**config.mk**
```make
export PLATFORM = sky130hd
export DESIGN_NAME = chs_ram
export DESIGN_NICKNAME = d
export VERILOG_FILES = /design/src/rtl/chs_ram.sv
export SDC_FILE = /design/constraint.sdc
export NUM_CORES = 1
export LEC_CHECK = 0
export ABC_AREA = 1
export BUFFER_PORTS_ARGS = -buffer_cell sky130_fd_sc_hd__buf_2
export CELL_PAD_IN_SITES_DETAIL_PLACEMENT = 1
export CELL_PAD_IN_SITES_GLOBAL_PLACEMENT = 2
export CORE_ASPECT_RATIO = 0.5
export CORE_MARGIN = 2
export CORE_UTILIZATION = 36
export CTS_CLUSTER_DIAMETER = 200
export DETAILED_ROUTE_END_ITERATION = 10
export PLACE_DENSITY_LB_ADDON = 0.1
export SYNTH_ARGS = -nofsm -noshare
export SYNTH_HDL_FRONTEND = slang
export SYNTH_SLANG_ARGS = --single-unit
```
**constraint.sdc**
```tcl
create_clock -name clk_i -period 1.2 [get_ports clk_i]
set_input_delay 0.18 -clock clk_i [delete_from_list [all_inputs] [get_ports clk_i]]
set_output_delay 0.18 -clock clk_i [all_outputs]
set_load 0.01 [all_outputs]
```
**src/rtl/chs_ram.sv**
```systemverilog
// chs_ram: generic single write port, single read port ram with registered read
// no dependencies
module chs_ram #(
  parameter int unsigned WIDTH = 8,
  parameter int unsigned DEPTH = 16
) (
  input  logic                     clk_i,
  input  logic                     we_i,
  input  logic [$clog2(DEPTH)-1:0] waddr_i,
  input  logic [WIDTH-1:0]         wdata_i,
  input  logic [$clog2(DEPTH)-1:0] raddr_i,
  output logic [WIDTH-1:0]         rdata_o
);

  logic [WIDTH-1:0] mem_q [DEPTH];
  logic [WIDTH-1:0] rdata_q;

  always_ff @(posedge clk_i) begin
    if (we_i) begin
      mem_q[waddr_i] <= wdata_i;
    end
    rdata_q <= mem_q[raddr_i];
  end

  assign rdata_o = rdata_q;

endmodule

```
== Yosys cells after proc, flatten, opt, wreduce, memory -nomap -nowiden ==
Memories as Yosys holds them, arrays and structs flattened. A register that Yosys moved wholly into a read port is not among the register bits.
Index checks and enable logic that the tools add are counted.
Word-level totals
  bits in registers: 0
  memory bits (writable): 128
  logic and storage cells: 3
  memories: 1
Memories
  mem_q: words 16, width 8, rd ports 1, clocked after Yosys merged registers in 1, wr ports 1, line 15  | logic [WIDTH-1:0] mem_q [DEPTH];
Operators by class
  muxes and demuxes: 2
Operator list (count)
  $mux W1: 2

== Longest topological paths before layout ==
  word-level depth: 2
  depth in mapped cells: 8

== Least setup slack after synthesis ==
No wires, ideal clock.
  path type: input-to-reg
  start: input waddr_i[3]
  end: memory mem_q[4][0], enable pin
  setup time: 0.370 ns
  data arrival time: 0.761 ns
  slack: 0.069 ns
  stages: 2
  path through: nand3b_1 nor2_1
RTL lines
  start: declaration: line 9  | input logic [$clog2(DEPTH)-1:0] waddr_i,
  end: declaration: line 15
No word-level cell before the write port.

==> qor.txt <==
RUN STATUS
--------------------------------------------------------------------------------
Run status                                                          finished, final reports clean

FLOORPLANNING
--------------------------------------------------------------------------------
Number of rows in the core area                                               32
Die span in y                                                           93.50 µm
Die outline area                                                      17,110 µm²
Top-level I/O count                                                           26
Die Width                                                               183.0 µm
Core area                                                             15,530 µm²
Starting Density                                                          37.12%

CLOCK NETWORK
--------------------------------------------------------------------------------
CTS clk-pin slew, worst paths                                              60 ps
Inserted Clock Buffers                                                        17
Max clock buf depth                                                            2
Count of clock tree sinks                                                    136
Post-CTS repair timing setup buffer count                                      0
TritonCTS clock tree                                                         yes
Post_cts resized                                                               0
Clk_lat worst skew                                                        410 ps
Clock root buffer                                                   sky130_fd_sc_hd__clkbuf_16
Deepest level of the CTS H-tree                                                4
# hold bufs at CTS                                                             0

ROUTE
--------------------------------------------------------------------------------
Total detailed-routing wirelength                                       16.04 mm
Post-route DRC                                                                 0
Number of detailed-routing iterations run before antenna repair                4
Number of vias after detailed routing                                      3,840
Routed wire per std cell                                                19.46 µm
Iteration-0 DRC count of the detailed router                                 266
Number of nets with antenna violations after routing                           0
Vias per std cell                                                          4.660

STA
--------------------------------------------------------------------------------
Final number of max-transition violations                                      0
Fraction of the cycle the final worst path needs                          92.66%
Number of hold violations in the final report                                  0
Final setup violation count                                                    0
Upper clock frequency limit                                            899.4 MHz
Worst slew margin                                                         72.00%
Smallest hold slack                                                     195.6 ps
Crit path time final                                                     1112 ps
Setup repair after global routing missed its margin                           no
Clock Skews                                                             10.63 ps
Measured slew at the worst slew-check pin                               420.0 ps
Fin worst setup slack                                                   88.09 ps

PLACED DESIGN
--------------------------------------------------------------------------------
Final HPWL DP                                                           10.34 mm
Port Buf Inserts                                                              25
Placed Instances                                                             792
Placement Setup Slack                                                  -153.8 ps
Final estimated routing congestion in global placement                    0.7746

GLOBAL ROUTING
--------------------------------------------------------------------------------
Overflow left after global routing                                             0
Pin count of the biggest net entering global routing                          41
Overall routing resource usage                                            20.47%
First-pass GRT wire length                                              24.61 mm
Number of antenna violations at the first check in global routing              0
Via count of the first global-routing pass                                 3,931

FINISH
--------------------------------------------------------------------------------
Share of post-route cells with drive strength above 1                     15.00%
P&R area growth vs syn                                                    20.61%
Number of antenna cells inserted                                               0
Total Nets Final                                                             625
Final cell count without fillers                                             824
# fillers                                                                  1,729

JOB
--------------------------------------------------------------------------------
Number of maximum-capacitance constraint violations                            0

HOLD PATH
--------------------------------------------------------------------------------
Worst hold path type                                                input port to flip-flop

WORST SETUP PATH
--------------------------------------------------------------------------------
Startpoint type of the worst setup path                                flip-flop
Crit Path Class                                                     flip-flop to flip-flop
Top cell family by delay on the critical path                       simple AND/OR/NAND/NOR gates
Max Fanout on Critical Path                                                    1
WP data arrival                                                          1420 ps
Required time worst endpoint                                             1510 ps
Sum of buffers and inverters on the critical path                              1
Cell occurring most often along the worst timing path               sky130_fd_sc_hd__nand3_1
Cell Chain, Critical Path                                           inv_1 -> nand2_1 -> nand3_1 -> nand3_1 -> nand3_1 -> nand2_1
Worst Setup End Kind                                                   flip-flop
Critical-path cell with the highest stage delay                     sky130_fd_sc_hd__edfxtp_1
Largest incremental delay on the critical path                            380 ps

POWER
--------------------------------------------------------------------------------
Overall power                                                           11.53 mW
Worst VDD drop                                                         0.9177 mV
Power per Cell Area                                                  1657 nW/µm²
Standby leakage power                                                   3.017 nW

SYNTHESIS
--------------------------------------------------------------------------------
Cell accounting for the most synthesized area                       sky130_fd_sc_hd__edfxtp_1
Top cells by area in the synthesized netlist                        sky130_fd_sc_hd__edfxtp_1, sky130_fd_sc_hd__nand2_1, sky130_fd_sc_hd__nand3_1, sky130_fd_sc_hd__inv_1, sky130_fd_sc_hd__dfxtp_1
Library cells used by synthesis                                               12
Proportion of netlist area held by the largest area contributor           66.65%
Register bit count reported by yosys                                         136
Number of warnings printed during yosys synthesis                              0
Share of the yosys chip area belonging to registers                       69.43%
Per-instance average area after synthesis                              10.47 µm²
Number of nets produced by synthesis                                         569
Syn Inst Count                                                               551
Synthesized area                                                        5767 µm²

==> sequential cells by signal, summed over array words and instances (netlist names) <==
register,count
mem_q,128
rdata_o,8
==> report_power, final <==
part	total, mW	switching [mW]	leakage (nW)	internal, mW
Combinational	0.769	0.519	1.51	0.251
Sequential	5.35	0.0367	1.22	5.31
Clock	5.41	2.11	0.282	3.30
Total	11.5	2.67	3.02	8.86
==> worst paths after layout <==
| kind | from | endpoint | slack [ps] | cells after the start |
|---|---|---|---|---|
| setup / recovery | mem_q[4][4]$_DFFE_PP_ | rdata_o[4]$_DFF_P_ | 90 | 6 |
| hold / removal | wdata_i[1] | mem_q[1][1]$_DFFE_PP_ | 200 | 1 |
| setup reg to reg | mem_q[4][4]$_DFFE_PP_ | rdata_o[4]$_DFF_P_ | 90 | 6 |
| hold reg to reg | mem_q[2][0]$_DFFE_PP_ | rdata_o[0]$_DFF_P_ | 670 | 6 |
==> metal layers <==
| metal | global-route usage (%) | part of all wire, % |
|---|---|---|
| met2 | 29.77 | 43 |
| met1 | 31.38 | 53 |
| met4 | 5.533 | 0.80 |
| met5 | 0 | 0 |
| met3 | 3.466 | 3.5 |
==> cells in the mapped netlist <==
library cell and count:
sky130_fd_sc_hd__buf_1 1, sky130_fd_sc_hd__buf_2 13, sky130_fd_sc_hd__buf_4 4, sky130_fd_sc_hd__buf_6 6, sky130_fd_sc_hd__dfxtp_1 8, sky130_fd_sc_hd__edfxtp_1 128, sky130_fd_sc_hd__inv_1 100, sky130_fd_sc_hd__inv_2 2
sky130_fd_sc_hd__nand2_1 173, sky130_fd_sc_hd__nand3_1 97, sky130_fd_sc_hd__nand3b_1 2, sky130_fd_sc_hd__nor2_1 17
==> metrics by stage <==
stage          instance area [µm²]  setup TNS (ps)  util, %
4_1_cts                       6955               0    44.77
6_report                      6955               0    44.77
2_1_floorplan                 5767               0        -
3_3_place_gp                  6351           -1247    40.88
3_5_place_dp                  6351           -1299    40.88
5_1_grt                       6955               0    44.77
==> cells by family after synthesis <==
family        synth area share, %
flops                       69.43
buf+inv                     9.525
simple gates                21.05
==> placed cells by master, fill, tap and decap left out <==
| master | n |
|---|---|
| sky130_fd_sc_hd__nand2_1 | 173 |
| sky130_fd_sc_hd__clkinv_2 | 1 |
| sky130_fd_sc_hd__dfxtp_1 | 8 |
| sky130_fd_sc_hd__inv_8 | 1 |
| sky130_fd_sc_hd__inv_2 | 2 |
| sky130_fd_sc_hd__bufinv_16 | 3 |
| sky130_fd_sc_hd__nand3_1 | 97 |
| sky130_fd_sc_hd__clkinv_4 | 2 |
| sky130_fd_sc_hd__inv_1 | 100 |
| sky130_fd_sc_hd__clkinvlp_4 | 4 |
| sky130_fd_sc_hd__nor2_1 | 17 |
| sky130_fd_sc_hd__buf_12 | 8 |
| sky130_fd_sc_hd__edfxtp_1 | 128 |
| sky130_fd_sc_hd__inv_6 | 2 |
| sky130_fd_sc_hd__clkbuf_1 | 2 |
| sky130_fd_sc_hd__nand3b_1 | 2 |
| sky130_fd_sc_hd__clkbuf_16 | 17 |
| sky130_fd_sc_hd__buf_2 | 25 |
| sky130_fd_sc_hd__buf_4 | 28 |
==> cell type report <==
type,instances,area (µm²),share of cell area (%)
multi-input combinational,289,1214,17.45
sequential,136,4004,57.56
timing repair buffer,61,495.5,7.124
tap,204,255.2,3.670
clock buffer,19,432.9,6.224
clock inverter,13,171.4,2.464
inverter,102,382.9,5.505
Power figures use the tool's default switching activity.
