## src/rtl/chs_pkg.sv

```systemverilog
// chs_pkg: shared types, widths, codes and states of the cubic hermite spline table
// used by chs_mul, chs_div, the top level and the checker, depends on nothing
package chs_pkg;

  localparam int unsigned MAX_KNOTS = 32;
  localparam int unsigned IDX_W     = $clog2(MAX_KNOTS);
  localparam int unsigned CNT_W     = $clog2(MAX_KNOTS + 1);

  localparam int unsigned TIME_W = 32;
  localparam int unsigned STEP_W = 24;
  localparam int unsigned U_W    = 25;
  localparam int unsigned BAS_W  = 26;
  localparam int unsigned SM_W   = 49;
  localparam int unsigned ACC_W  = 60;
  localparam int unsigned MUL_W  = 33;
  localparam int unsigned PROD_W = 2 * MUL_W;

  localparam logic [STEP_W-1:0] STEP_RESET = 24'd655;

  localparam logic [1:0] ST_OK     = 2'd0;
  localparam logic [1:0] ST_DOMAIN = 2'd1;
  localparam logic [1:0] ST_FULL   = 2'd2;
  localparam logic [1:0] ST_SAT    = 2'd3;

  typedef enum logic [1:0] {
    REQ_ADD    = 2'd0,
    REQ_EVAL   = 2'd1,
    REQ_SAMPLE = 2'd2,
    REQ_CLEAR  = 2'd3
  } req_e;

  typedef struct packed {
    logic [31:0]        tm;
    logic signed [31:0] val;
    logic signed [31:0] slp;
  } knot_t;

  typedef enum logic [4:0] {
    S_IDLE,
    S_ADD_RD,
    S_ADD_CHK,
    S_ADD_DEC,
    S_ADD_SHRD,
    S_ADD_SHWR,
    S_ADD_PUT,
    S_GET_LAST,
    S_GET_FIRST,
    S_DOMAIN,
    S_SCAN_RD,
    S_SCAN_CHK,
    S_DIV_GO,
    S_DIV_WT,
    S_PRE,
    S_T_HI,
    S_T_LO,
    S_T_ACC,
    S_FIN,
    S_OUT
  } state_e;

endpackage

```

## src/rtl/chs_mul.sv

```systemverilog
// chs_mul: shared unsigned multiplier with registered product
// depends on chs_pkg for operand widths
module chs_mul (
  input  logic                         clk_i,
  input  logic [chs_pkg::MUL_W-1:0]    a_i,
  input  logic [chs_pkg::MUL_W-1:0]    b_i,
  output logic [chs_pkg::PROD_W-1:0]   p_o
);

  logic [chs_pkg::PROD_W-1:0] p_q;

  always_ff @(posedge clk_i) begin
    p_q <= a_i * b_i;
  end

  assign p_o = p_q;

endmodule

```

## config.mk

```make
export PLATFORM = sky130hd
export DESIGN_NAME = chs_mul
export DESIGN_NICKNAME = d
export VERILOG_FILES = /design/src/rtl/chs_pkg.sv /design/src/rtl/chs_mul.sv
export SDC_FILE = /design/constraint.sdc
export NUM_CORES = 2
export LEC_CHECK = 0
export BUFFER_PORTS_ARGS = -buffer_cell sky130_fd_sc_hd__buf_4
export CAP_MARGIN = 15
export CORE_MARGIN = 5
export CORE_UTILIZATION = 65
export CTS_BUF_LIST = sky130_fd_sc_hd__clkbuf_4 sky130_fd_sc_hd__clkbuf_8
export CTS_CLUSTER_DIAMETER = 40
export DETAILED_ROUTE_END_ITERATION = 12
export GPL_TIMING_DRIVEN = 0
export HOLD_SLACK_MARGIN = 0.06
export PLACE_DENSITY = 0.83
export SYNTH_ARGS = -nofsm -noshare
export SYNTH_HDL_FRONTEND = slang
export SYNTH_SLANG_ARGS = --single-unit
```

## constraint.sdc

```tcl
create_clock -name clk_i -period 11.27 [get_ports clk_i]
set_clock_uncertainty 0.15 [all_clocks]
set_input_delay 2.254 -clock clk_i [delete_from_list [all_inputs] [get_ports clk_i]]
set_output_delay 2.254 -clock clk_i [all_outputs]
set_load 0.005 [all_outputs]
```

Yosys cells after proc, flatten, opt, wreduce, memory -nomap -nowiden. Cells that the tools add are included.

Flip-flop bits (word level): 66. Input bits: 67. Word-level logic and storage cells: 2.

Multipliers: 1.

Operator list (count): 33-bit by 33-bit multiplier with 66-bit output (1).

Logic depth before layout (Yosys ltp).
Word-level depth: 1. Depth in mapped cells: 30.

Worst setup path after synthesis. No wires, ideal clock.

Path type: in2reg. Start point: in b_i[0] (netlist bit). End point: reg p_q (netlist bit p_o[58]). Arrival: 9286 ps. Setup slack: 1762 ps. Cell stages on the path: 28. Path buffers: 2. Cells stage by stage: clkbuf_1 > and2_1 > fa_1 > inv_1 > fa_1 > inv_1 > fa_1 > inv_1 > fa_1 > inv_1 > fa_1 > fa_1 > fa_1 > inv_1 > fa_1 > inv_1 > ha_1 > buf_2 > nand2_1 > or4_1 > or3_1 > o22ai_1 > o211a_1 > o21ai_2 > nand3b_4 > o31a_1 > o21ai_2 > xor2_1.

Longest elaborated chain between the ends: 1.

Ends and longest elaborated chain: from (decl) (RTL line chs_mul.sv:6) `input logic [chs_pkg::MUL_W-1:0] b_i,`; 33-bit by 33-bit multiplier with 66-bit output (RTL line chs_mul.sv:13) `p_q <= a_i * b_i;`; to (signal assigned) (RTL line chs_mul.sv:13); to (decl) (RTL line chs_mul.sv:10) `logic [chs_pkg::PROD_W-1:0] p_q;`.

Every way passes these cells.

Worst setup path in the final report.
Start point: in a_i[17] (netlist bit). End point: reg p_q (netlist bit p_o[58]).

Longest elaborated chain between the ends: 1.

Ends and longest elaborated chain: from (decl) (RTL line chs_mul.sv:5) `input logic [chs_pkg::MUL_W-1:0] a_i,`; 33-bit by 33-bit multiplier with 66-bit output (RTL line chs_mul.sv:13).

Every way passes these cells.

==> results.yml <==
synth:
  synth_common_cells: "1,048 x inv_1, 958 x fa_1, 574 x and2_1"
  syn_nets: 5338
  ys_types: 57
  netlist_area_um2: 36600
  synth_mux_area_share_pct: 0
  synth_xor_xnor_area_share_pct: 1.56
  synth_top_family_by_area: "adder cells"
  yosys_warnings: 0
  synth_most_common_cell: "inv_1"
  synth_edf_count: 0
  synth-compound-area-share_pct: 3.45
  synthArstFlopShare_pct: 0
  yosysTopAreaCell: "fa_1"
  yosys.area_share.adder_pct: 61.5
  ys_top_cells_by_area: "fa_1 52%, inv_1 11%, and2_1 9.8%"
  synth_top_area_share_pct: 52.4
  ys_seq_elements: 66
  synth_cells: 4048
  synth-simple-area-share_pct: 17.0
  avgSynthCellArea_um2: 9.04
  synth_top_flop_cell: "dfxtp_1"
  ys_seq_area_share_pct: 3.61
global_route:
  grt.total_usage_pct: 42.0
  grt_pass1_wl_mm: 187
  antenna_found_initial: 15
  overflow: 0
  grt_pass1_vias: 31722
  grt_max_degree: 13
cts:
  cts_made_buffers: 9
  cts_hold_buf: 0
  cts.sinks: 66
  cts_root_buffer: "clkbuf_8"
  cts_resized: 0
  clock_path_buffers: 2
  cts_tree: "yes"
  cts_htree_levels: 3
  clkSlewWorstSetupHoldPaths_ps: 80
  post_cts_buffers: 0
setup_path:
  worstPathRequired_ps: 11430
  cp.arrival_ps: 11000
  crit_path_end_kind: "register"
  critPathMaxFanout: 10
  startpoint: "a_i[17]"
  crit_end: "p_o[58]$_DFF_P_"
  crit_type: "input port to register"
  start_kind: "input port"
sta:
  fmax_mhz: 92.2
  fin_crit_ps: 10840
  holdWs_ps: 1990
  min_period_over_period_pct: 96.2
  worst_pin_slew_ps: 1200
  drv_slew: 0
  setup_viol: 0
  setup-tns-final_ps: 0
  final_hold_viol_count: 0
  slew-limit-headroom_pct: 19.7
  rsz0062_at_grt: "false"
die:
  initial_utilization_pct: 65.3
  chipHeight_um: 247
  dieArea_um2: 61200
  num_rows: 87
  coreArea_um2: 56100
  die_w_um: 247
  ios: 133
routing:
  wl_mm: 125
  viasPerCell: 5.94
  postRouteAntennaNets: 0
  vias: 29464
  drt-pass1-iter-count: 6
  drt_iter0_drc: 2803
  drc_errors: 0
  wl_per_cell_um: 25.1
layout:
  nets: 5481
  layoutNonFillerInstCount: 4964
  drive_gt1_share_pct: 3.72
  largest_reg_flops: 66
  fillers: 4424
  fin_util_pct: 69.2
  synthToLayoutAreaGrowth_pct: 6.05
flow_run:
  maxCapViolations: 0
status:
  status: "finished, final reports clean"
place:
  dp_hpwl_mm: 103
  dp.cells: 4936
  port_buffers: 132
  routabilityCongestion: 1.08
min_path:
  hold_path.class: "input port to register"
==> final cells by class <==
cell class | count | area, µm² | share of cell area [%]
Inverter | 1049 | 3940 | 10.1
Sequential cell | 66 | 1320 | 3.40
Clock buffer | 10 | 131 | 0.338
Clock inverter | 6 | 115 | 0.297
Timing Repair Buffer | 132 | 991 | 2.55
Tap cell | 756 | 946 | 2.44
Multi-Input combinational cell | 2722 | 30600 | 78.7
Antenna cell | 12 | 30.0 | 0.0774
Buffer | 211 | 795 | 2.05
==> worst max-delay path, stage by stage <==
cell	delay (ps)
buf_4	160
clkbuf_1	880
and2_1	260
fa_1	410
inv_1	70
fa_1	400
inv_1	80
fa_1	410
inv_1	210
fa_1	420
inv_1	80
fa_1	440
fa_1	460
fa_1	750
inv_1	100
fa_1	480
inv_1	40
ha_1	360
nand2_2	130
or4_1	580
or3_1	390
o22ai_1	430
o211a_1	280
o21ai_2	100
nand3b_4	180
o31a_1	340
o21ai_2	130
xor2_1	140
==> worst min path at each step <==
stage	start	endpoint	slack [ps]	depth (start not counted)
2_1_floorplan	b_i[0]	p_o[0]$_DFF_P_	2230	1
4_1_cts	b_i[0]	p_o[0]$_DFF_P_	1970	2
3_3_place_gp	b_i[0]	p_o[0]$_DFF_P_	2380	2
5_1_grt	b_i[0]	p_o[0]$_DFF_P_	1990	2
6_report	b_i[0]	p_o[0]$_DFF_P_	1990	2
3_5_place_dp	b_i[0]	p_o[0]$_DFF_P_	2380	2
==> routing by layer <==
layer | global-route usage (%) | vias to the layer above | share of wire, %
li1 | - | 11832 | -
met1 | 49.2 | 14626 | 32
met2 | 63.7 | 2232 | 43
met3 | 13.2 | 770 | 13
met4 | 34.3 | 4 | 11
met5 | 0 | - | 0.025
==> cell families (layout without fill, tap and decap cells) <==
| group | count (synthesis) | in the layout |
|---|---|---|
| compound gates | 201 | 201 |
| xor+xnor | 65 | 65 |
| fa+ha+maj | 1223 | 1223 |
| buf+inv | 1260 | 1408 |
| flops | 66 | 66 |
| other cells | 0 | 12 |
| simple gates | 1233 | 1233 |
==> placed cells by master, fill, tap and decap left out, types with 24 or more instances in the layout <==
master,n
and2_1,574
xnor2_1,41
inv_1,1048
a21o_1,31
xor2_1,24
nand2_1,567
ha_1,265
nor2_1,33
clkbuf_1,209
dfxtp_1,66
buf_4,132
fa_1,958
a21oi_1,73
==> per-stage QoR <==
| stage | cell area, µm² | setup WS [ps] |
|---|---|---|
| floorplan | 36600 | 1760 |
| global placement | 38500 | 321 |
| global route | 38800 | 187 |
| CTS | 38800 | 756 |
| detailed placement | 38500 | 349 |
| finish | 38800 | 427 |
Power is left out: the tool's default activity adds up to more than one toggle a clock period on the data nets, which glitch-free logic cannot reach.
