--- src/rtl/chs_pkg.sv ---
// chs_pkg: shared types, widths, codes and states of the cubic hermite spline table
// used by chs_mul, chs_div, the top level and the checker, depends on nothing
package chs_pkg;

  localparam int unsigned MAX_KNOTS = 32;
  localparam int unsigned IDX_W     = $clog2(MAX_KNOTS);
  localparam int unsigned CNT_W     = $clog2(MAX_KNOTS + 1);

  localparam int unsigned TIME_W = 32;
  localparam int unsigned STEP_W = 24;
  localparam int unsigned U_W    = 25;
  localparam int unsigned BAS_W  = 26;
  localparam int unsigned SM_W   = 49;
  localparam int unsigned ACC_W  = 60;
  localparam int unsigned MUL_W  = 33;
  localparam int unsigned PROD_W = 2 * MUL_W;

  localparam logic [STEP_W-1:0] STEP_RESET = 24'd655;

  localparam logic [1:0] ST_OK     = 2'd0;
  localparam logic [1:0] ST_DOMAIN = 2'd1;
  localparam logic [1:0] ST_FULL   = 2'd2;
  localparam logic [1:0] ST_SAT    = 2'd3;

  typedef enum logic [1:0] {
    REQ_ADD    = 2'd0,
    REQ_EVAL   = 2'd1,
    REQ_SAMPLE = 2'd2,
    REQ_CLEAR  = 2'd3
  } req_e;

  typedef struct packed {
    logic [31:0]        tm;
    logic signed [31:0] val;
    logic signed [31:0] slp;
  } knot_t;

  typedef enum logic [4:0] {
    S_IDLE,
    S_ADD_RD,
    S_ADD_CHK,
    S_ADD_DEC,
    S_ADD_SHRD,
    S_ADD_SHWR,
    S_ADD_PUT,
    S_GET_LAST,
    S_GET_FIRST,
    S_DOMAIN,
    S_SCAN_RD,
    S_SCAN_CHK,
    S_DIV_GO,
    S_DIV_WT,
    S_PRE,
    S_T_HI,
    S_T_LO,
    S_T_ACC,
    S_FIN,
    S_OUT
  } state_e;

endpackage

--- src/rtl/chs_div.sv ---
// chs_div: restoring divider, one quotient bit per cycle, for the normalized position
// computes round((num << 24) / den), depends on chs_pkg
module chs_div (
  input  logic                         clk_i,
  input  logic                         rst_ni,
  input  logic                         start_i,
  input  logic [31:0]                  num_i,
  input  logic [31:0]                  den_i,
  output logic                         done_o,
  output logic [chs_pkg::U_W-1:0]      quo_o
);

  logic [56:0]                 nfull;
  logic [31:0]                 rem_q, rem_d;
  logic [chs_pkg::U_W-1:0]     nbit_q, nbit_d;
  logic [chs_pkg::U_W-1:0]     quo_q, quo_d;
  logic [31:0]                 den_q, den_d;
  logic [4:0]                  cnt_q, cnt_d;
  logic                        busy_q, busy_d;
  logic                        done_q, done_d;
  logic [32:0]                 trial;
  logic                        fits;

  assign nfull = {1'b0, num_i, 24'b0} + {26'b0, den_i[31:1]};
  assign trial = {rem_q, nbit_q[chs_pkg::U_W-1]};
  assign fits  = trial >= {1'b0, den_q};

  always_comb begin
    rem_d  = rem_q;
    nbit_d = nbit_q;
    quo_d  = quo_q;
    den_d  = den_q;
    cnt_d  = cnt_q;
    busy_d = busy_q;
    done_d = 1'b0;
    if (start_i) begin
      rem_d  = nfull[56:25];
      nbit_d = nfull[24:0];
      den_d  = den_i;
      cnt_d  = 5'(chs_pkg::U_W - 1);
      busy_d = 1'b1;
    end else if (busy_q) begin
      rem_d  = fits ? 32'(trial - {1'b0, den_q}) : trial[31:0];
      nbit_d = {nbit_q[chs_pkg::U_W-2:0], 1'b0};
      quo_d  = {quo_q[chs_pkg::U_W-2:0], fits};
      cnt_d  = cnt_q - 5'd1;
      if (cnt_q == 5'd0) begin
        busy_d = 1'b0;
        done_d = 1'b1;
      end
    end
  end

  always_ff @(posedge clk_i or negedge rst_ni) begin
    if (!rst_ni) begin
      busy_q <= 1'b0;
      done_q <= 1'b0;
      cnt_q  <= '0;
    end else begin
      busy_q <= busy_d;
      done_q <= done_d;
      cnt_q  <= cnt_d;
    end
  end

  always_ff @(posedge clk_i) begin
    rem_q  <= rem_d;
    nbit_q <= nbit_d;
    quo_q  <= quo_d;
    den_q  <= den_d;
  end

  assign done_o = done_q;
  assign quo_o  = quo_q;

endmodule

--- config.mk ---
export PLATFORM = sky130hd
export DESIGN_NAME = chs_div
export DESIGN_NICKNAME = d
export VERILOG_FILES = /design/src/rtl/chs_pkg.sv /design/src/rtl/chs_div.sv
export SDC_FILE = /design/constraint.sdc
export NUM_CORES = 1
export LEC_CHECK = 0
export BUFFER_PORTS_ARGS = -buffer_cell sky130_fd_sc_hd__buf_2
export CORE_ASPECT_RATIO = 0.6
export CORE_MARGIN = 2
export CORE_UTILIZATION = 60
export CTS_CLUSTER_DIAMETER = 80
export DETAILED_ROUTE_END_ITERATION = 10
export GPL_ROUTABILITY_DRIVEN = 0
export HOLD_SLACK_MARGIN = 0.03
export PLACE_DENSITY = 0.82
export SYNTH_ARGS = -nofsm -noshare
export SYNTH_HDL_FRONTEND = slang
export SYNTH_SLANG_ARGS = --single-unit
--- constraint.sdc ---
create_clock -name clk_i -period 8.9 [get_ports clk_i]
set_input_delay 0.445 -clock clk_i [delete_from_list [all_inputs] [get_ports clk_i]]
set_output_delay 0.445 -clock clk_i [all_outputs]
set_load 0.005 [all_outputs]
Word level (Yosys, flattened, before mapping). Index checks and enable logic that the tools add are counted. W data, S select, Z words.

Bits of input ports: 67. Bits in registers: 121. Logic and storage cells: 28.

Multiplexer cells: 13. $lt $le $gt $ge: 1. Add/sub/neg operators: 3. Bitwise operators: 1. Reductions and logical operators: 3.

Operator list (number): $mux W32 (3); $add A56 B31 Y57 (1); $mux W25 (2); $ge A33 B32 Y1 (1); $sub A32 B32 Y32 (1); $mux W5 (2); $mux W1 (6); $logic_not A5 Y1 (1); $sub A5 B1 Y5 const B (1); $reduce_and A2 Y1 (1); $reduce_bool A2 Y1 (1); $not A1 Y1 (1).

Depth between registers and ports, before layout. Gate-level depths: netlist of the first run.

Word-level depth: 4. Gate-level depth with buffers: 13. Gate-level depth less buffers: 12.

Worst setup path before layout of the first run. Ideal clock, no wire load.

Path type: reg2reg. Start point: register nbit_q[24] (netlist name). End point: register rem_q[24] (data pin). Cell stages (with the launch flop): 13. Data arrival time: 2702 ps. Clock period less this slack: 2974 ps. Buffers on the path: 0. Slack: 5926 ps. Cells stage by stage: edfxtp_1 > inv_1 > ha_1 > inv_1 > fa_1 > a21o_1 > a221o_1 > a211oi_2 > a211oi_1 > o31a_1 > or3_1 > a311oi_1 > a21oi_1.

Cells in the longest elaborated chain, start to end: 4. Elaborated cells between the ends (all ways): 5. Classes of those cells: add/sub: 1; order compare: 1; mux: 3.

Ends and longest elaborated chain: start, declared (line chs_div.sv:15) `logic [chs_pkg::U_W-1:0] nbit_q, nbit_d;`; start signal, assigned (line chs_div.sv:68) `nbit_q <= nbit_d;`; $sub A32 B32 Y32 / $ge A33 B32 Y1 (equally long branches) (line chs_div.sv:43, chs_div.sv:26); $mux W32 (*) (line chs_div.sv:43) `rem_d = fits ? 32'(trial - {1'b0, den_q}) : trial[31:0];`; $mux W32 (*) (line chs_div.sv:42) `end else if (busy_q) begin`; $mux W32 (*) (line chs_div.sv:36) `if (start_i) begin`; via rem_d[24] (line chs_div.sv:14) `logic [31:0] rem_q, rem_d;`; end signal, assigned (line chs_div.sv:67) `rem_q <= rem_d;`; end, declared (line chs_div.sv:14).

Mark *: on every way through the listed nets, which the timed path passes. The rest lies on a longest branch. The select of a mux whose other input is x is not followed. A chain may end at the register's enable or synchronous reset.

Worst setup path after layout of the first run.
Start point: register rem_q[15]. End point: register rem_q[4] (data pin).

Cells in the longest elaborated chain, start to end: 4.

Ends and longest elaborated chain: $ge A33 B32 Y1 (line chs_div.sv:26) `assign fits = trial >= {1'b0, den_q};`; $mux W32 (line chs_div.sv:43); $mux W32 (line chs_div.sv:42); $mux W32 (line chs_div.sv:36); via rem_d[4] (line chs_div.sv:14).

The timed path passes the listed nets, and every way through them passes these cells. The select of a mux whose other input is x is not followed.

==> results.json, run 1 <==
{
  "root_buffer": "clkbuf_16",
  "antenna_cells": 0,
  "overflow": 0,
  "die_x_um": 146,
  "final_cell_mix": "114 x edfxtp_1, 91 x buf_2, 50 x inv_1",
  "syn_avg_cell_area_um2": 11.3,
  "start_util": 0.610,
  "io_pins": 93,
  "cp-start-kind": "flip-flop",
  "synth_edf_count": 114,
  "fmax_mhz": 293,
  "yosys_most_used_dff": "edfxtp_1",
  "vias": 5556,
  "yosysUniqueCellTypes": 71,
  "numPortBuffers": 92,
  "final_common_cell": "edfxtp_1",
  "regArea_um2": 3600,
  "synth_seq_cells": 121,
  "rr_startpoint": "rem_q[15]",
  "period_needed_ns": 3.42,
  "power_density_nw_per_um2": 309,
  "cts.path.max_buffers": 2,
  "path_clk_slew_ns": 0.05,
  "layout-drive-gt1-share": 0.225,
  "rsz0062_at_grt": "false",
  "ir_drop_v": 0.000181,
  "yosysSeqAreaShare": 0.493,
  "cts.sinks": 121,
  "dieHeight_um": 89.5,
  "endpoint_kind": "flip-flop",
  "min_path_cells": 1,
  "dr.pass1.iters": 5,
  "reg2reg_depth": 10,
  "ys_warn_count": 0,
  "routedWlPerCell_um": 18.5,
  "crit_arrival_ns": 3.54,
  "hold_class": "in -> reg",
  "grt_pass1_wl_mm": 27.0,
  "cts-htree-levels": 4,
  "multi_input_area_um2": 3410,
  "async_flop_share": 0.0579,
  "drt_wl_total_mm": 16.9,
  "dieArea_um2": 13100,
  "crit_type": "reg -> reg",
  "cp_data_required_time_ns": 9.02,
  "final_max_slew_viol_count": 0,
  "post_cts_buffers": 0,
  "synth_area_leader_cell": "edfxtp_1",
  "ff2ff_setup_slack_ns": 5.48,
  "grt_pass1_vias": 5289,
  "synth_cells": 644,
  "worstSkewPairLatency_ns": 0.42,
  "drt-initial-drc-count": 542,
  "dp_hpwl_mm": 12.2,
  "whs_endpoint": "den_q[0]",
  "setup_viol_count_final": 0,
  "worstMarginPinSlew_ns": 1.26,
  "post_cts_resized": 0,
  "antenna_found_initial": 0,
  "vias_per_cell": 6.07,
  "groute.usage.overall": 0.268,
  "hold_buffers": 1,
  "status": "completed",
  "min_period_over_period": 0.384,
  "slew_headroom": 0.157,
  "drc": 0,
  "maxCapViolCount": 0,
  "detail-route-antenna-nets": 0,
  "hold-worst-slack_ns": 0.206,
  "cts_made_buffers": 17,
  "core_um2": 12000,
  "syn-num-nets": 754,
  "cts_tree": "done",
  "fillers": 901,
  "skew_ns": 0.00917,
  "synth_area_leaders": "edfxtp_1 47%, ha_1 7.0%, xnor2_1 4.7%",
  "hold_viol": 0,
  "fin_setup_tns_ns": 0,
  "grt_max_degree": 67,
  "rows": 31,
  "critPathMaxFanout": 27,
  "leakage_nw": 3.52,
  "synth_area_um2": 7310,
  "area_growth_pct": 15.3,
  "yosysTopAreaCellShare": 0.469,
  "r2r_end": "rem_q[4]",
  "nets": 848,
  "hp-start": "den_i[0]"
}
how the worst max path moves through the flow:
stage / start / depth (start not counted) / to / slack (ns)
finish: rem_q[15] / 10 / rem_q[4] / 5.48
global route: rem_q[17] / 10 / rem_q[5] / 5.19
CTS: rem_q[17] / 10 / rem_q[4] / 5.52
detailed placement: rem_q[15] / 10 / rem_q[2] / 5.54
global placement: nbit_q[24] / 12 / rem_q[30] / 5.71
floorplan: nbit_q[24] / 12 / rem_q[24] / 5.93
flip-flops by register name, summed over array words and instances, names as in the netlist:
register  flops
cnt_q         5
den_q        32
done_o        1
nbit_q       25
rem_q        32
busy_q        1
quo_o        25
layout make-up:
type,instances,share of cell area
Sequential cell,121,0.427
Multi-Input combinational cell,451,0.405
Timing Repair Buffer,95,0.0579
Clock buffer,23,0.0555
Tap cell,165,0.0245
Inverter,52,0.0235
Clock inverter,9,0.00624
synthesized netlist by cell type (6+ instances only):
master    instances
xor2_1           20
dfrtp_1           7
nor2_1           34
inv_1            50
nand3_1          14
o21ai_0          15
or3_1             7
mux2_2           24
edfxtp_1        114
a211oi_1         15
nor3_1           12
a21oi_1          34
a22oi_1           6
clkbuf_1         11
xnor2_1          39
nand2_1          45
ha_1             41
o21a_1            6
mux2i_1          33
a21o_1           15
nand4_1          10
report_power, final:
group / internal (mW) / switching (mW)
registers: 0.776 / 0.0706
logic: 0.478 / 0.663
clock network: 0.366 / 0.247
total: 1.62 / 0.980
kinds of logic after synthesis:
| group | synth area share |
|---|---|
| simple gates | 0.102 |
| xor+xnor | 0.0707 |
| mux | 0.0822 |
| buf+inv | 0.0404 |
| fa+ha+maj | 0.0757 |
| compound gates | 0.136 |
| flops | 0.493 |
stage by stage:
step                cells  power [mW]  utilization  setup WS, ns  cell area, um2
global placement      883        1.90        0.659          5.71            7900
global route          916        2.74        0.703          5.19            8430
detailed placement    883        1.95        0.659          5.54            7900
finish                916        2.60        0.703          5.48            8430
CTS                   916        2.58        0.703          5.52            8430
floorplan             644        1.70            -          5.93            7310
critical path, stage by stage, from the launching register on:
cell and delay [ns]:
edfxtp_1 0.38, ha_1 0.44, a21oi_1 0.30, o21ai_0 0.16, a221oi_1 0.37, o21ba_2 0.20, o32ai_2 0.11, a21oi_4 0.48
inv_4 0.30, mux2i_1 0.26, o21ai_0 0.12
routing by layer:
metal | share of wire | up-vias | track usage
met3 | 0.093 | 34 | 0.0653
met4 | 0.020 | 0 | 0.0936
met1 | 0.45 | 2658 | 0.375
met2 | 0.44 | 278 | 0.418
li1 | - | 2586 | -
met5 | 0 | - | 0
(Power assumes the default switching activity.)
==> run 2: changes to the inputs <==
CORE_UTILIZATION = 53   (was 60)
PLACE_DENSITY = 0.77   (was 0.82)
clock period = 2.9 ns   (was 8.9 ns; I/O delays follow)
==> run 2 against run 1 <==
The run now ends with negative setup slack left. Maximum frequency is 7.5% higher. Sequential share of layout area is 4.8 points lower. Non-clock buffer count is 90 higher. Cell area is 13% higher. Highest routed layer unchanged. Routed wire length is 15% higher. Sequential power grew to 3.0 times the previous value.
==> results.json, run 2 (same netlist as run 1, synthesis figures left out) <==
{
  "globalRouteMet2Util": 0.430,
  "critPathTopFamily": "compound AO/OA/AOI/OAI gates",
  "cts.path.max_buffers": 2,
  "groute.usage.overall": 0.263,
  "skew_ns": 0.0131,
  "critPathBufInv": 2,
  "finalWorstSetupSlack_ns": -0.280,
  "root_buffer": "clkbuf_16",
  "crit_chain": "inv_2, ha_4, inv_2, fa_2, a21o_1, a221o_1, a211oi_2, a211oi_2, o31a_1, or3_1, a311oi_2, a21oi_1",
  "rsz0062_at_grt": "true",
  "layout-drive-gt1-share": 0.302,
  "worstMarginPinSlew_ns": 1.26,
  "hold_viol": 0,
  "final_common_cell": "edfxtp_1",
  "drt-initial-drc-count": 592,
  "stdcell_count": 1016,
  "dieArea_um2": 14800,
  "use_met1": 0.346,
  "violations": "negative setup slack",
  "endpoint_kind": "flip-flop",
  "cts_made_buffers": 17,
  "fin_setup_tns_ns": -4.38,
  "final_max_slew_viol_count": 0,
  "dr.pass1.iters": 7,
  "hold_class": "in -> async",
  "max_stage_delay_ns": 0.39,
  "vias": 6003,
  "drt_wl_total_mm": 19.4,
  "met3_usage": 0.0569,
  "dieHeight_um": 94.9,
  "grt_max_degree": 66,
  "grt_pass1_wl_mm": 29.6,
  "antenna_cells": 0,
  "cts_tree": "done",
  "place_ws_ns": -0.226,
  "drc": 0,
  "crit_type": "reg -> reg",
  "cp-start-kind": "flip-flop",
  "reg_top3": "den_q x32, rem_q x32",
  "fmax_mhz": 314,
  "min_period_over_period": 1.10,
  "rows": 33,
  "detail-route-antenna-nets": 0,
  "antenna_found_initial": 0,
  "grt_pass1_vias": 5829,
  "die_x_um": 156,
  "numPortBuffers": 92,
  "routedWlPerCell_um": 19.1,
  "core_um2": 13500,
  "post-place-cells": 921,
  "dp_hpwl_mm": 12.7,
  "crit_arrival_ns": 3.32,
  "io_pins": 93,
  "leakage_nw": 4.00,
  "vias_per_cell": 5.91,
  "area_growth_pct": 29.8,
  "final_cell_mix": "114 x edfxtp_1, 91 x buf_2, 54 x buf_4",
  "critPathMaxFanout": 3,
  "cts-htree-levels": 4,
  "worstSkewPairLatency_ns": 0.42,
  "start_util": 0.539,
  "cts.sinks": 121,
  "crit_slowest_cell": "a221o_1",
  "fillers": 944,
  "nets": 938,
  "maxCapViolCount": 0,
  "overflow": 0,
  "busiest_layer": "met2",
  "ir_drop_v": 0.000554,
  "path_clk_slew_ns": 0.06,
  "setup_viol_count_final": 32,
  "status": "complete, but fails checks",
  "period_needed_ns": 3.18,
  "cp_data_required_time_ns": 3.04,
  "slew_headroom": 0.156,
  "power_density_nw_per_um2": 963
}
==> run 2: changes by cell type in the layout (fill, tap and decap cells not counted), sizes merged <==
cell	before	now
clkbuf	23	17
inv	51	54
buf	94	152
dlygate4sd3	1	33
bufinv	0	3
==> run 2: layer usage <==
metal,part of all wire,routed length (um),vias up
li1,-,-,2763
met1,0.43,8410,2870
met2,0.47,9020,313
met3,0.076,1480,57
met4,0.025,480,0
met5,0,0,-
==> run 2: layout make-up <==
cell class	count	area, um2	share of cell area
clock buffers	17	425	0.0449
clock inverters	15	174	0.0183
inverters	52	198	0.0208
multi-input cells	451	3570	0.376
flip-flops and latches	121	3600	0.379
well taps	175	219	0.0231
repair buffers	185	1300	0.137
==> run 2: what timing repair did <==
| item | in CTS | in global routing |
|---|---|---|
| hold buffers | 33 | 0 |
| setup buffers | 29 | 8 |
| endpoints found under the setup margin | 17 | 32 |
| hold endpoints to repair | 39 | 0 |
| resized for setup | 14 | 23 |
| pin swaps | 9 | 16 |
| cloned | 0 | 0 |
==> run 2: report_power, final <==
part           internal, mW  switching, mW
Sequential             2.38          0.202
Combinational          2.01           2.37
Clock                  1.35          0.813
==> run 2: worst paths after layout <==
path / start / to / slack [ns] / cells past startpoint
worst min-delay path: rst_ni / done_o / 0.08 / 2
worst max register to register: nbit_q[24] / rem_q[24] / -0.28 / 12
worst max-delay path: nbit_q[24] / rem_q[24] / -0.28 / 12
max in group asynchronous: rst_ni / cnt_q[2] / 2.65 / 2
worst min register to register: quo_o[16] / quo_o[17] / 0.44 / 0
min in group clk_i: num_i[13] / rem_q[12] / 0.16 / 3
==> run 2: through the flow <==
stage / hold WS (ns) / power, mW / area [um2] / util
finish: 0.0814 / 9.13 / 9480 / 0.700
global route: 0.105 / 9.57 / 9480 / 0.700
CTS: 0.0729 / 8.73 / 9360 / 0.691
detailed placement: -0.00900 / 6.29 / 8160 / 0.603
global placement: -0.0226 / 6.13 / 8160 / 0.603
floorplan: -0.151 / 5.23 / 7310 / -
==> run 2: worst reg2reg max path, cell delays in order, from the launching register on <==
cell and delay (ns):
edfxtp_1 0.38, inv_2 0.09, ha_4 0.13, inv_2 0.04, fa_2 0.34, a21o_1 0.18
a221o_1 0.39, a211oi_2 0.31, a211oi_2 0.16, o31a_1 0.28, or3_1 0.32, a311oi_2 0.22
a21oi_1 0.07
